[src/rtl/uis_pkg.sv]
// ----------------------------------------------------------------------------
// uis_pkg
// Shared widths, status codes and defaults for the unique item stack.
// ----------------------------------------------------------------------------
package uis_pkg;

  localparam int CNT_W     = 5;
  localparam int ITEM_W    = 6;
  localparam int STATUS_W  = 2;
  localparam int DEPTH_DEF = 16;

  localparam logic [CNT_W-1:0] CAP_RESET = CNT_W'(16);

  localparam logic [STATUS_W-1:0] ST_OK    = 2'd0;
  localparam logic [STATUS_W-1:0] ST_FULL  = 2'd1;
  localparam logic [STATUS_W-1:0] ST_DUP   = 2'd2;
  localparam logic [STATUS_W-1:0] ST_EMPTY = 2'd3;

  localparam logic MODE_PUSH = 1'b0;
  localparam logic MODE_POP  = 1'b1;

endpackage

[src/rtl/unique_item_stack.sv]
// ----------------------------------------------------------------------------
// unique_item_stack
// Bounded stack of suit and rank items that refuses duplicate pushes.
// ----------------------------------------------------------------------------
// A pop, or a push while the stack is full, is answered from the execute state and
// out_tvalid is registered from it; a push that goes on to the search reads the
// store one entry at a time and stops at the first duplicate that it finds.
// Throughput: one word at a time; the next word is accepted the cycle after the
// current one finishes, even while its result still waits in the output register.
// Reset clears the entry count, the control state and sets capacity to 16.
module unique_item_stack #(
  parameter int DEPTH = uis_pkg::DEPTH_DEF
) (
  input  logic                    clk,
  input  logic                    rst_n,
  input  logic                    cfg_wr_en,
  input  logic [uis_pkg::CNT_W-1:0] cfg_wr_data,
  input  logic                    in_tvalid,
  output logic                    in_tready,
  input  logic [7:0]              in_tdata,   // suit [1:0], rank [5:2], zeros
  input  logic                    in_tuser,   // mode
  output logic                    out_tvalid,
  input  logic                    out_tready,
  output logic [7:0]              out_tdata   // status [1:0], count [6:2], zero
);
  import uis_pkg::*;

  localparam int AW = (DEPTH > 1) ? $clog2(DEPTH) : 1;
  localparam int XW = (AW > CNT_W) ? AW : CNT_W;
  localparam int DW = $clog2(DEPTH + 1);
  localparam int LW = (DW > CNT_W) ? DW : CNT_W;

  localparam logic [1:0] S_IDLE   = 2'd0;
  localparam logic [1:0] S_EXEC   = 2'd1;
  localparam logic [1:0] S_SEARCH = 2'd2;

  logic [1:0]          state_r, state_nxt;
  logic [CNT_W-1:0]    cap_r;
  logic [CNT_W-1:0]    count_r, count_nxt;
  logic [CNT_W-1:0]    idx_r, idx_nxt;
  logic                pend_r, pend_nxt;
  logic                mode_r;
  logic [ITEM_W-1:0]   item_r;
  logic                out_valid_r, out_valid_nxt;
  logic [STATUS_W-1:0] out_status_r, status_nxt;
  logic [CNT_W-1:0]    out_count_r;
  logic                emit;
  logic                out_free;
  logic                full;
  logic                mem_we, mem_re;
  logic [AW-1:0]       mem_addr;
  logic [XW-1:0]       idx_ext, cnt_ext;
  logic [ITEM_W-1:0]   rdata_r;
  logic [ITEM_W-1:0]   mem [DEPTH];

  assign in_tready  = rst_n && (state_r == S_IDLE);
  assign out_tvalid = out_valid_r;
  assign out_tdata  = {1'b0, out_count_r, out_status_r};
  assign out_free   = !out_valid_r || out_tready;

  assign idx_ext = XW'(idx_r);
  assign cnt_ext = XW'(count_r);
  assign full    = (LW'(count_r) >= LW'(cap_r)) || (LW'(count_r) >= LW'(DEPTH));

  always_comb begin
    state_nxt  = state_r;
    count_nxt  = count_r;
    idx_nxt    = idx_r;
    pend_nxt   = pend_r;
    status_nxt = ST_OK;
    emit       = 1'b0;
    mem_we     = 1'b0;
    mem_re     = 1'b0;
    mem_addr   = idx_ext[AW-1:0];
    unique case (state_r)
      S_IDLE: begin
        if (in_tvalid) begin
          state_nxt = S_EXEC;
        end
      end
      S_EXEC: begin
        if (mode_r == MODE_POP) begin
          if (out_free) begin
            emit      = 1'b1;
            state_nxt = S_IDLE;
            if (count_r == '0) begin
              status_nxt = ST_EMPTY;
            end else begin
              count_nxt = count_r - 1'b1;
            end
          end
        end else if (full) begin
          if (out_free) begin
            emit       = 1'b1;
            status_nxt = ST_FULL;
            state_nxt  = S_IDLE;
          end
        end else begin
          idx_nxt   = '0;
          pend_nxt  = 1'b0;
          state_nxt = S_SEARCH;
        end
      end
      S_SEARCH: begin
        if (pend_r && (rdata_r == item_r)) begin
          if (out_free) begin
            emit       = 1'b1;
            status_nxt = ST_DUP;
            state_nxt  = S_IDLE;
          end
        end else if (idx_r == count_r) begin
          pend_nxt = 1'b0;
          if (out_free) begin
            emit      = 1'b1;
            mem_we    = 1'b1;
            mem_addr  = cnt_ext[AW-1:0];
            count_nxt = count_r + 1'b1;
            state_nxt = S_IDLE;
          end
        end else begin
          mem_re   = 1'b1;
          idx_nxt  = idx_r + 1'b1;
          pend_nxt = 1'b1;
        end
      end
      default: begin
        state_nxt = S_IDLE;
      end
    endcase
  end

  always_comb begin
    out_valid_nxt = out_valid_r;
    if (emit) begin
      out_valid_nxt = 1'b1;
    end else if (out_tready) begin
      out_valid_nxt = 1'b0;
    end
  end

  always_ff @(posedge clk) begin
    if (!rst_n) begin
      state_r     <= S_IDLE;
      cap_r       <= CAP_RESET;
      count_r     <= '0;
      idx_r       <= '0;
      pend_r      <= 1'b0;
      out_valid_r <= 1'b0;
    end else begin
      state_r     <= state_nxt;
      count_r     <= count_nxt;
      idx_r       <= idx_nxt;
      pend_r      <= pend_nxt;
      out_valid_r <= out_valid_nxt;
      if (cfg_wr_en) begin
        cap_r <= cfg_wr_data;
      end
    end
  end

  always_ff @(posedge clk) begin
    if (in_tvalid && in_tready) begin
      mode_r <= in_tuser;
      item_r <= {in_tdata[1:0], in_tdata[5:2]};
    end
    if (emit) begin
      out_status_r <= status_nxt;
      out_count_r  <= count_nxt;
    end
  end

  always_ff @(posedge clk) begin
    if (mem_we) begin
      mem[mem_addr] <= item_r;
    end
    if (mem_re) begin
      rdata_r <= mem[mem_addr];
    end
  end

endmodule

[config.mk]
export PLATFORM = sky130hd
export DESIGN_NAME = unique_item_stack
export DESIGN_NICKNAME = d
export VERILOG_FILES = /design/src/rtl/uis_pkg.sv /design/src/rtl/unique_item_stack.sv
export SDC_FILE = /design/constraint.sdc
export NUM_CORES = 1
export LEC_CHECK = 0
export ABC_CLOCK_PERIOD_IN_PS = 6100
export BUFFER_PORTS_ARGS = -buffer_cell sky130_fd_sc_hd__buf_2
export CAP_MARGIN = 20
export CORE_ASPECT_RATIO = 0.9
export CORE_MARGIN = 2
export CORE_UTILIZATION = 60
export DETAILED_ROUTE_END_ITERATION = 16
export PLACE_DENSITY = 0.84
export SLEW_MARGIN = 20
export SYNTH_ARGS = -nofsm -noshare
export SYNTH_HDL_FRONTEND = slang
export SYNTH_SLANG_ARGS = --single-unit
export TNS_END_PERCENT = 30
[constraint.sdc]
create_clock -name clk -period 6.1 [get_ports clk]
set_clock_uncertainty 0.15 [all_clocks]
set_input_delay 1.22 -clock clk [delete_from_list [all_inputs] [get_ports clk]]
set_output_delay 1.22 -clock clk [all_outputs]
set_load 0.01 [all_outputs]
### Word level (Yosys, flattened, before mapping)

Memories as Yosys holds them, arrays and structs flattened. A register that Yosys moved wholly into a read port is not among the register bits.
Cells that the tools add are included.

* add/subtract/negate cells: 3
* order comparisons: 2
* equality and inequality tests: 10
* multiplexer cells: 50
* reductions and logical operators: 13

Operators with widths (number)
* 5-bit 2-to-1 mux: 10
* 2-bit 2-to-1 mux: 11
* 5-bit case mux with 2 select lines: 2
* 1-bit 2-to-1 mux: 19
* 4-bit 2-to-1 mux: 4
* 5-bit by 1-bit adder with 5-bit output (second input constant): 2
* 2-bit inequality test (second input constant): 5
* 6-bit equality test: 1
* 2-bit case mux with 3 select lines: 1
* 5-bit equality test: 1
* 5-bit >= comparator: 1
* 5-bit >= comparator (second input constant): 1
* 5-bit zero test: 1
* 5-bit AND reduction: 1
* 5-bit by 1-bit subtractor with 5-bit output (second input constant): 1
* 1-bit case mux with 2 select lines: 2
* 2-bit case mux with 2 select lines: 1
* 4-bit AND reduction: 1
* 2-bit nonzero test: 2
* 1-bit logical AND: 3
* 3-bit inequality test (second input constant): 1
* 2-bit by 1-bit equality test with 1-bit output (second input constant): 1
* 2-bit equality test (second input constant): 1
* 2-bit zero test: 1
* other kinds (3): 4

* bits in registers: 33
* bits in writable memories: 96
* input bits: 19
* output and inout port bits: 10
* memories: 1

Memories
* mem: depth 16, bits a word 6, rd ports 1, clocked after memory_dff 1, wr ports 1, RTL line unique_item_stack.sv:54 `logic [ITEM_W-1:0] mem [DEPTH];`

### Depth between registers and ports, before layout

Gate-level depths: netlist of run 1.

* depth after elaboration: 8
* depth in mapped cells: 8

### Worst setup path before layout of run 1

No wires, ideal clock.

* kind: input to output
* start point: input rst_n
* end point: output in_tready
* arrival: 1.652 ns
* required time: 4.730 ns
* slack: 3.078 ns
* stages: 2
* buffers on the path: 1
* cells stage by stage: clkbuf_1 > and2_1

* longest elaborated chain between the ends: 1

RTL lines
* from (decl): RTL line unique_item_stack.sv:15 `input logic rst_n,`
* 1-bit logical AND: RTL line unique_item_stack.sv:56 `assign in_tready = rst_n && (state_r == S_IDLE);`
* to (decl): RTL line unique_item_stack.sv:19 `output logic in_tready,`

Every way passes these cells.

### Final worst setup path of run 1

* start point: register idx_r[2] (netlist: idx_ext[2])
* end point: memory mem[6][4], enable pin

* longest elaborated chain between the ends: 6

RTL lines
* from (decl): RTL line unique_item_stack.sv:40 `logic [CNT_W-1:0] idx_r, idx_nxt;`
* from (signal assigned): RTL line unique_item_stack.sv:152 `idx_r <= idx_nxt;`
* 5-bit equality test: RTL line unique_item_stack.sv:111 `end else if (idx_r == count_r) begin`
* 1-bit 2-to-1 mux: RTL line unique_item_stack.sv:111
* 1-bit 2-to-1 mux: RTL line unique_item_stack.sv:105 `if (pend_r && (rdata_r == item_r)) begin`
* 1-bit 2-to-1 mux: RTL line unique_item_stack.sv:75 `unique case (state_r)`
* 1-bit 2-to-1 mux: RTL line unique_item_stack.sv:173 `if (mem_we) begin`
* 1-bit 2-to-1 mux (not written as such): RTL line unique_item_stack.sv:174 `mem[mem_addr] <= item_r;`
* to (decl): RTL line unique_item_stack.sv:54

Several ways; a longest one is shown, not always the timed one.

==> flow_summary.json, run 1 <==
{
  "timing_max_transition_violations_final": 0,
  "pwr-share-comb_pct": 8.3,
  "post_route_cells_drive_above_1_share_pct": 22.2,
  "dpl.hpwl_um": 7580,
  "vdd_ir_drop_max_v": 0.000303,
  "wire_length_reported_by_the_detailed_router_um": 12800,
  "ios": 29,
  "worst_slew_margin_rel_pct": 33.7,
  "total_count_of_hold_check_failures_in_the_final_report": 0,
  "multi_input_comb_area_um2": 1860,
  "timing.critical_path.to_type": "flop",
  "synth_cell_types": 53,
  "clock_path_buffers": 2,
  "grt_pass1_vias": 3532,
  "first_pass_grt_wire_length_um": 20000,
  "yosysTopAreaCellShare_pct": 59.2,
  "power_density_nw_per_um2": 345,
  "area_growth_syn_to_layout_pct": 13.8,
  "grt_max_degree": 31,
  "core_area_um2": 9610,
  "place.port_buffers": 25,
  "count_of_hold_buffers_inserted_by_post_cts_repair": 0,
  "power_switching_mw": 0.541,
  "cts-htree-levels": 4,
  "floorplan_die_width_um": 108,
  "critical_path.max_fanout": 17,
  "cts_post_setup_buffers_inserted": 0,
  "worstPathArrival_ns": 3.49,
  "required_ns": 6.10,
  "netlist_top_cells_area": "edfxtp_1, mux4_2, dfxtp_1, ha_1, nor2_1",
  "worst_hold_slack_ns": 0.356,
  "yosysSeqAreaShare_pct": 65.7,
  "cp-start-kind": "flop",
  "drt-wirelength-per-cell_um": 23.5,
  "layout.cell_area.non_filler_um2": 6690,
  "syn_area_um2": 5880,
  "register_area_um2": 3860,
  "power_frac_clock_pct": 46.5,
  "die_area_um2": 10600,
  "synthArstFlopShare_pct": 0,
  "fp-row-count": 34,
  "setup_viol_count_final": 0,
  "worst-setup-path-type": "reg -> reg",
  "first_pass_iteration_count_of_the_detailed_router": 7,
  "synth_top_cell_by_area": "edfxtp_1",
  "setup_tns_ns": 0,
  "num-fill-cells": 624,
  "detail-route-antenna-nets": 0,
  "internal_power_mw": 1.77,
  "clkSinkCount": 135,
  "die_height_um": 97.9,
  "layout_min_cycle_time_ns": 3.49,
  "gp_congestion": 0.916,
  "post_synth_inst_count": 382,
  "fin_crit_sh_pct": 57.2,
  "maxClockFrequency_ghz": 0.287,
  "detail_route.drc_violations": 0,
  "p_seq_share_pct": 45.2,
  "synthesis.yosys.warnings": 0,
  "rsz0062_at_grt": "no",
  "clk_pin_slew_ns": 0.06,
  "place_ws_ns": 2.61,
  "switching_share_pct": 23.4,
  "vias": 3516,
  "syn_area_per_cell_um2": 15.4,
  "ys_ff_latch": 135,
  "number_of_antenna_diodes": 0,
  "post_cts_resized": 0,
  "drv_cap": 0,
  "number_of_nets_in_the_finished_design": 436,
  "final_critical_path_setup_slack_ns": 2.61,
  "synth_nets": 413,
  "drt-initial-drc-count": 317,
  "cts-buffers-inserted": 17,
  "outcome": "finished clean",
  "worst_slew_pin_slew_ns": 0.994,
  "synth_enable_flop_cells": 116,
  "hold_class": "reg -> reg",
  "cts_root_buffer": "clkbuf_8",
  "placed_area_um2": 6070,
  "grt_overflow": 0,
  "tritoncts": "yes",
  "antenna_found_initial": 0,
  "initial_utilization_pct": 61.2,
  "grt.total_usage_pct": 26.4,
  "worst_skew_pair.late_latency_ns": 0.51,
  "p_leak_nw": 2.26,
  "viasPerCell": 6.46,
  "synthFlopType": "edfxtp_1"
}
==> worst max-delay path, cell delays in order (launching register included) <==
cell	delay, ns
dfxtp_1	0.87
xor2_1	0.20
nor3_2	0.26
o211ai_2	0.19
or3_1	0.50
or3b_4	0.48
nor2_1	0.48
==> sequential cells by signal (all words and copies together) (netlist names) <==
name          flops
state_r           2
out_tvalid        1
pend_r            1
mode_r            1
out_status_r      2
rdata_r           6
idx_ext           5
cnt_ext           5
cap_r             5
out_count_r       5
mem              96
item_r            6
==> worst paths after layout <==
kind	start	endpoint	slack (ns)	depth (start not counted)
worst min register to register	cap_r[4]	cap_r[4]	0.36	2
worst max-delay path	idx_ext[2]	mem[6][4]	2.61	6
worst max register to register	idx_ext[2]	mem[6][4]	2.61	6
worst min-delay path	cap_r[4]	cap_r[4]	0.36	2
==> cells in the final DEF (no fill, tap or decap), drive strengths merged, types with 2 or more instances in the layout <==
master    n
ha       12
nor3      9
o41ai     2
dfxtp    19
a211oi    4
xnor2     6
or4       3
clkinv    3
clkbuf   20
nand4     4
nand2b    6
mux4     30
nand4b    3
o211ai    5
or3       4
nor3b     2
and3      2
nor2b     3
a31oi     2
o31ai     3
xor2      5
and2      2
inv      18
nand3    16
a21oi    10
buf      27
or2       3
mux2i     6
bufinv    4
nor4      4
o21ai     5
nand2    20
nor2     25
edfxtp  116
==> cell type report <==
cell class	instances	area share [%]
clock inverters	12	2.86
flip-flops and latches	135	57.8
clock buffers	20	6.36
multi-input cells	210	27.8
well taps	126	2.36
inverters	14	0.786
repair buffers	27	2.10
==> synth_stat cells (all sizes together) (2+ instances only) <==
library cell    n
a211oi          4
nand4           4
mux4           30
nand2b          6
xnor2           6
o211ai          5
nor2b           3
mux2i           6
buf             7
inv            14
a31oi           2
o21ai           5
o41ai           2
or3             4
edfxtp        116
clkbuf         16
a21oi          10
nor2           25
and3            2
dfxtp          19
nand2          20
or2             3
o31ai           3
xor2            5
or4             3
nand4b          3
ha             12
nor4            4
nor3b           2
nor3            9
nand3          16
and2            2
==> cells by family (layout without fill, tap and decap cells) <==
kind of cell / after synthesis / after routing / synth area share, %
AO/OA/AOI/OAI: 41 / 41 / 4.92
XOR/XNOR: 11 / 11 / 1.64
adder cells (fa/ha/maj): 12 / 12 / 2.55
buffers and inverters: 37 / 73 / 2.70
flip-flops: 135 / 135 / 65.7
multiplexers: 37 / 37 / 12.8
other: 1 / 1 / 0.0638
AND/OR/NAND/NOR: 108 / 108 / 9.58
==> metrics by stage <==
| step | utilization, % | instances | power [mW] |
|---|---|---|---|
| after floorplan | - | 382 | 1.19 |
| after global placement | 63.2 | 512 | 1.24 |
| after detailed placement | 63.2 | 512 | 1.25 |
| after CTS | 69.6 | 544 | 2.32 |
| after global routing | 69.6 | 544 | 2.37 |
| final | 69.6 | 544 | 2.31 |
==> routing by layer <==
metal  part of all wire [%]  track usage (%)  up-vias
met1                     38             35.1     1720
met4                    2.6             9.37        0
li1                       -                -     1536
met3                    8.4             7.68       39
met2                     51             42.2      221
met5                      0                0        -
==> power by group through the flow <==
stage	clock [mW]	sequential [mW]	combinational [mW]
after floorplan	0	1.05	0.133
after global placement	0	1.06	0.180
after detailed placement	0	1.06	0.186
after CTS	1.08	1.04	0.192
after global routing	1.12	1.05	0.209
final	1.07	1.04	0.192
(Power assumes the default switching activity.)
==> run 2: changes to the inputs <==
Settings changed: ABC_AREA from default to 1, ABC_CLOCK_PERIOD_IN_PS 6100 to 3600.
Clock period 6.1 ns to 3.6 ns, I/O delays scaled along.
==> flow_summary.json, run 2 <==
{
  "outcome": "finished clean",
  "count_of_hold_buffers_inserted_by_post_cts_repair": 0,
  "yosysTopAreaCellShare_pct": 58.1,
  "required_ns": 3.60,
  "cts-htree-levels": 4,
  "endpoint_of_the_worst_hold_path": "item_r[0]",
  "synth_mux_area_share_pct": 0,
  "maxClockFrequency_ghz": 0.339,
  "vias": 4376,
  "worst-setup-path-type": "reg -> reg",
  "drv_cap": 0,
  "syn_area_per_cell_um2": 10.7,
  "synth_top_cell_by_area": "edfxtp_1",
  "detail-route-antenna-nets": 0,
  "worst_skew_pair.late_latency_ns": 0.52,
  "layout_min_cycle_time_ns": 2.95,
  "number_of_nets_in_the_finished_design": 626,
  "worst_slew_margin_rel_pct": 49.4,
  "area_fraction_in_compound_gates_after_synthesis_pct": 9.39,
  "grt_overflow": 0,
  "grt_max_degree": 26,
  "synth_fa_ha_area_share_pct": 2.50,
  "worstPathArrival_ns": 2.95,
  "clock_path_buffers": 2,
  "largest_register_ffs": 96,
  "drt-initial-drc-count": 489,
  "area_growth_syn_to_layout_pct": 13.8,
  "hold_class": "in -> reg",
  "fin_crit_sh_pct": 81.9,
  "floorplan_die_width_um": 109,
  "die_height_um": 98.8,
  "layout_commonest_cell": "nand2_1",
  "setup_viol_count_final": 0,
  "ios": 29,
  "timing.critical_path.to_type": "flop",
  "synth_enable_flop_cells": 116,
  "clk_pin_slew_ns": 0.06,
  "cts_root_buffer": "clkbuf_8",
  "gp_congestion": 0.971,
  "first_pass_iteration_count_of_the_detailed_router": 6,
  "ys_ff_latch": 135,
  "wire_length_reported_by_the_detailed_router_um": 13300,
  "hold_path_stages": 1,
  "post_synth_xor_area_fraction_pct": 1.17,
  "synth_cell_types": 32,
  "yosysSeqAreaShare_pct": 64.4,
  "tritoncts": "yes",
  "largest_register": "mem",
  "fp-row-count": 34,
  "place_ws_ns": 0.763,
  "power_after_layout_mw": 4.17,
  "netlist_top_cells_area": "edfxtp_1, nand2_1, dfxtp_1, a22oi_1, inv_1",
  "grt_pass1_vias": 4111,
  "total_count_of_hold_check_failures_in_the_final_report": 0,
  "clkSinkCount": 135,
  "post_synth_inst_count": 562,
  "grt.total_usage_pct": 26.5,
  "vdd_ir_drop_max_v": 0.000453,
  "reg2reg_to": "mem[1][3]",
  "post_route_cells_drive_above_1_share_pct": 12.5,
  "synthArstFlopShare_pct": 0,
  "hold_path.startpoint": "in_tdata[2]",
  "setup_tns_ns": 0,
  "cp-start-kind": "flop",
  "post_cts_resized": 0,
  "drt-wirelength-per-cell_um": 18.1,
  "viasPerCell": 5.96,
  "dpl.hpwl_um": 8490,
  "antenna_found_initial": 0,
  "timing.reg2reg.worst_path_depth": 8,
  "syn_area_um2": 6000,
  "worst_hold_slack_ns": 0.222,
  "timing_max_transition_violations_final": 0,
  "number_of_antenna_diodes": 0,
  "first_pass_grt_wire_length_um": 21300,
  "timing.reg2reg.setup_slack_ns": 0.65,
  "worst_slew_pin_slew_ns": 0.760,
  "synthesis.yosys.warnings": 0,
  "die_area_um2": 10800,
  "regToRegStartpoint": "item_r[0]",
  "layout_common_cells": "nand2_1, edfxtp_1, inv_1",
  "detail_route.drc_violations": 0,
  "most_numerous_cell_types_in_the_synthesized_netlist": "nand2_1, edfxtp_1, inv_1, a22oi_1, nor2_1",
  "initial_utilization_pct": 61.8,
  "synthMostInstantiatedCell": "nand2_1",
  "power_density_nw_per_um2": 611,
  "core_area_um2": 9700,
  "final_critical_path_setup_slack_ns": 0.652,
  "rsz0062_at_grt": "no",
  "synth_top_family_by_area": "simple AND/OR/NAND/NOR gates",
  "layout_top_registers": "mem: 96 flops, item_r: 6 flops, rdata_r: 6 flops",
  "synth_nets": 593,
  "place.port_buffers": 25,
  "cts_post_setup_buffers_inserted": 0,
  "cts-buffers-inserted": 17,
  "synth_simple_gate_area_share_pct": 17.6,
  "p_leak_nw": 2.72,
  "synthFlopType": "edfxtp_1",
  "critical_path.max_fanout": 18
}
[run 2: worst max-delay path by stage]
stage	endpoint	cells past startpoint	startpoint	slack, ns
detailed placement	mem[1][3]	8	item_r[0]	0.76
finish	mem[1][3]	8	item_r[0]	0.65
global placement	mem[4][3]	8	item_r[0]	0.88
global route	out_count_r[0]	9	item_r[0]	0.47
CTS	mem[1][3]	8	item_r[0]	0.73
floorplan	mem[0][0]	7	out_tready	1.36
[run 2: stage by stage]
stage | utilization (%) | instance area [µm²] | std cells
after floorplan | - | 6000 | 562
after global placement | 64.4 | 6240 | 702
after detailed placement | 64.4 | 6240 | 702
after CTS | 70.3 | 6820 | 734
after global routing | 70.3 | 6820 | 734
final | 70.3 | 6820 | 734
[run 2: cell type report]
type	instances	area, µm²
multi-input combinational	353	1840
timing repair buffer	30	163
tap	126	158
fill	634	2880
clock buffer	20	425
sequential	135	3860
inverter	58	218
clock inverter	12	153
[run 2: kinds of logic after synthesis]
group | Yosys count
other | 1
DFF | 135
AOI/OAI and AO/OA | 86
and+or+nand+nor | 246
adders and majority gates | 12
xor gates and xnor gates | 8
buffers and inverters | 74
[run 2: power breakdown]
| part | internal, mW | leakage, nW | total (mW) | switching [mW] |
|---|---|---|---|---|
| sequential | 1.75 | 1.20 | 1.81 | 0.0650 |
| combinational | 0.222 | 1.24 | 0.673 | 0.451 |
| clock | 1.05 | 0.275 | 1.68 | 0.625 |
[run 2: per-layer routing]
| layer | part of all wire (%) | vias to the layer above | track usage (%) |
|---|---|---|---|
| li1 | - | 2019 | - |
| met1 | 42 | 2043 | 39.9 |
| met2 | 46 | 285 | 38.8 |
| met3 | 11 | 29 | 5.62 |
| met4 | 1.6 | 0 | 9.06 |
| met5 | 0 | - | 0 |
[run 2: worst max-delay path, cell delays in order, from the launching register on]
cell and delay [ns]:
edfxtp_1 0.71, or2_2 0.42, nand3_1 0.07, nor2_1 0.07, nand2_2 0.17, nand3_4 0.15, nor2_8 0.16, nand3_2 0.17
nor2_1 0.51
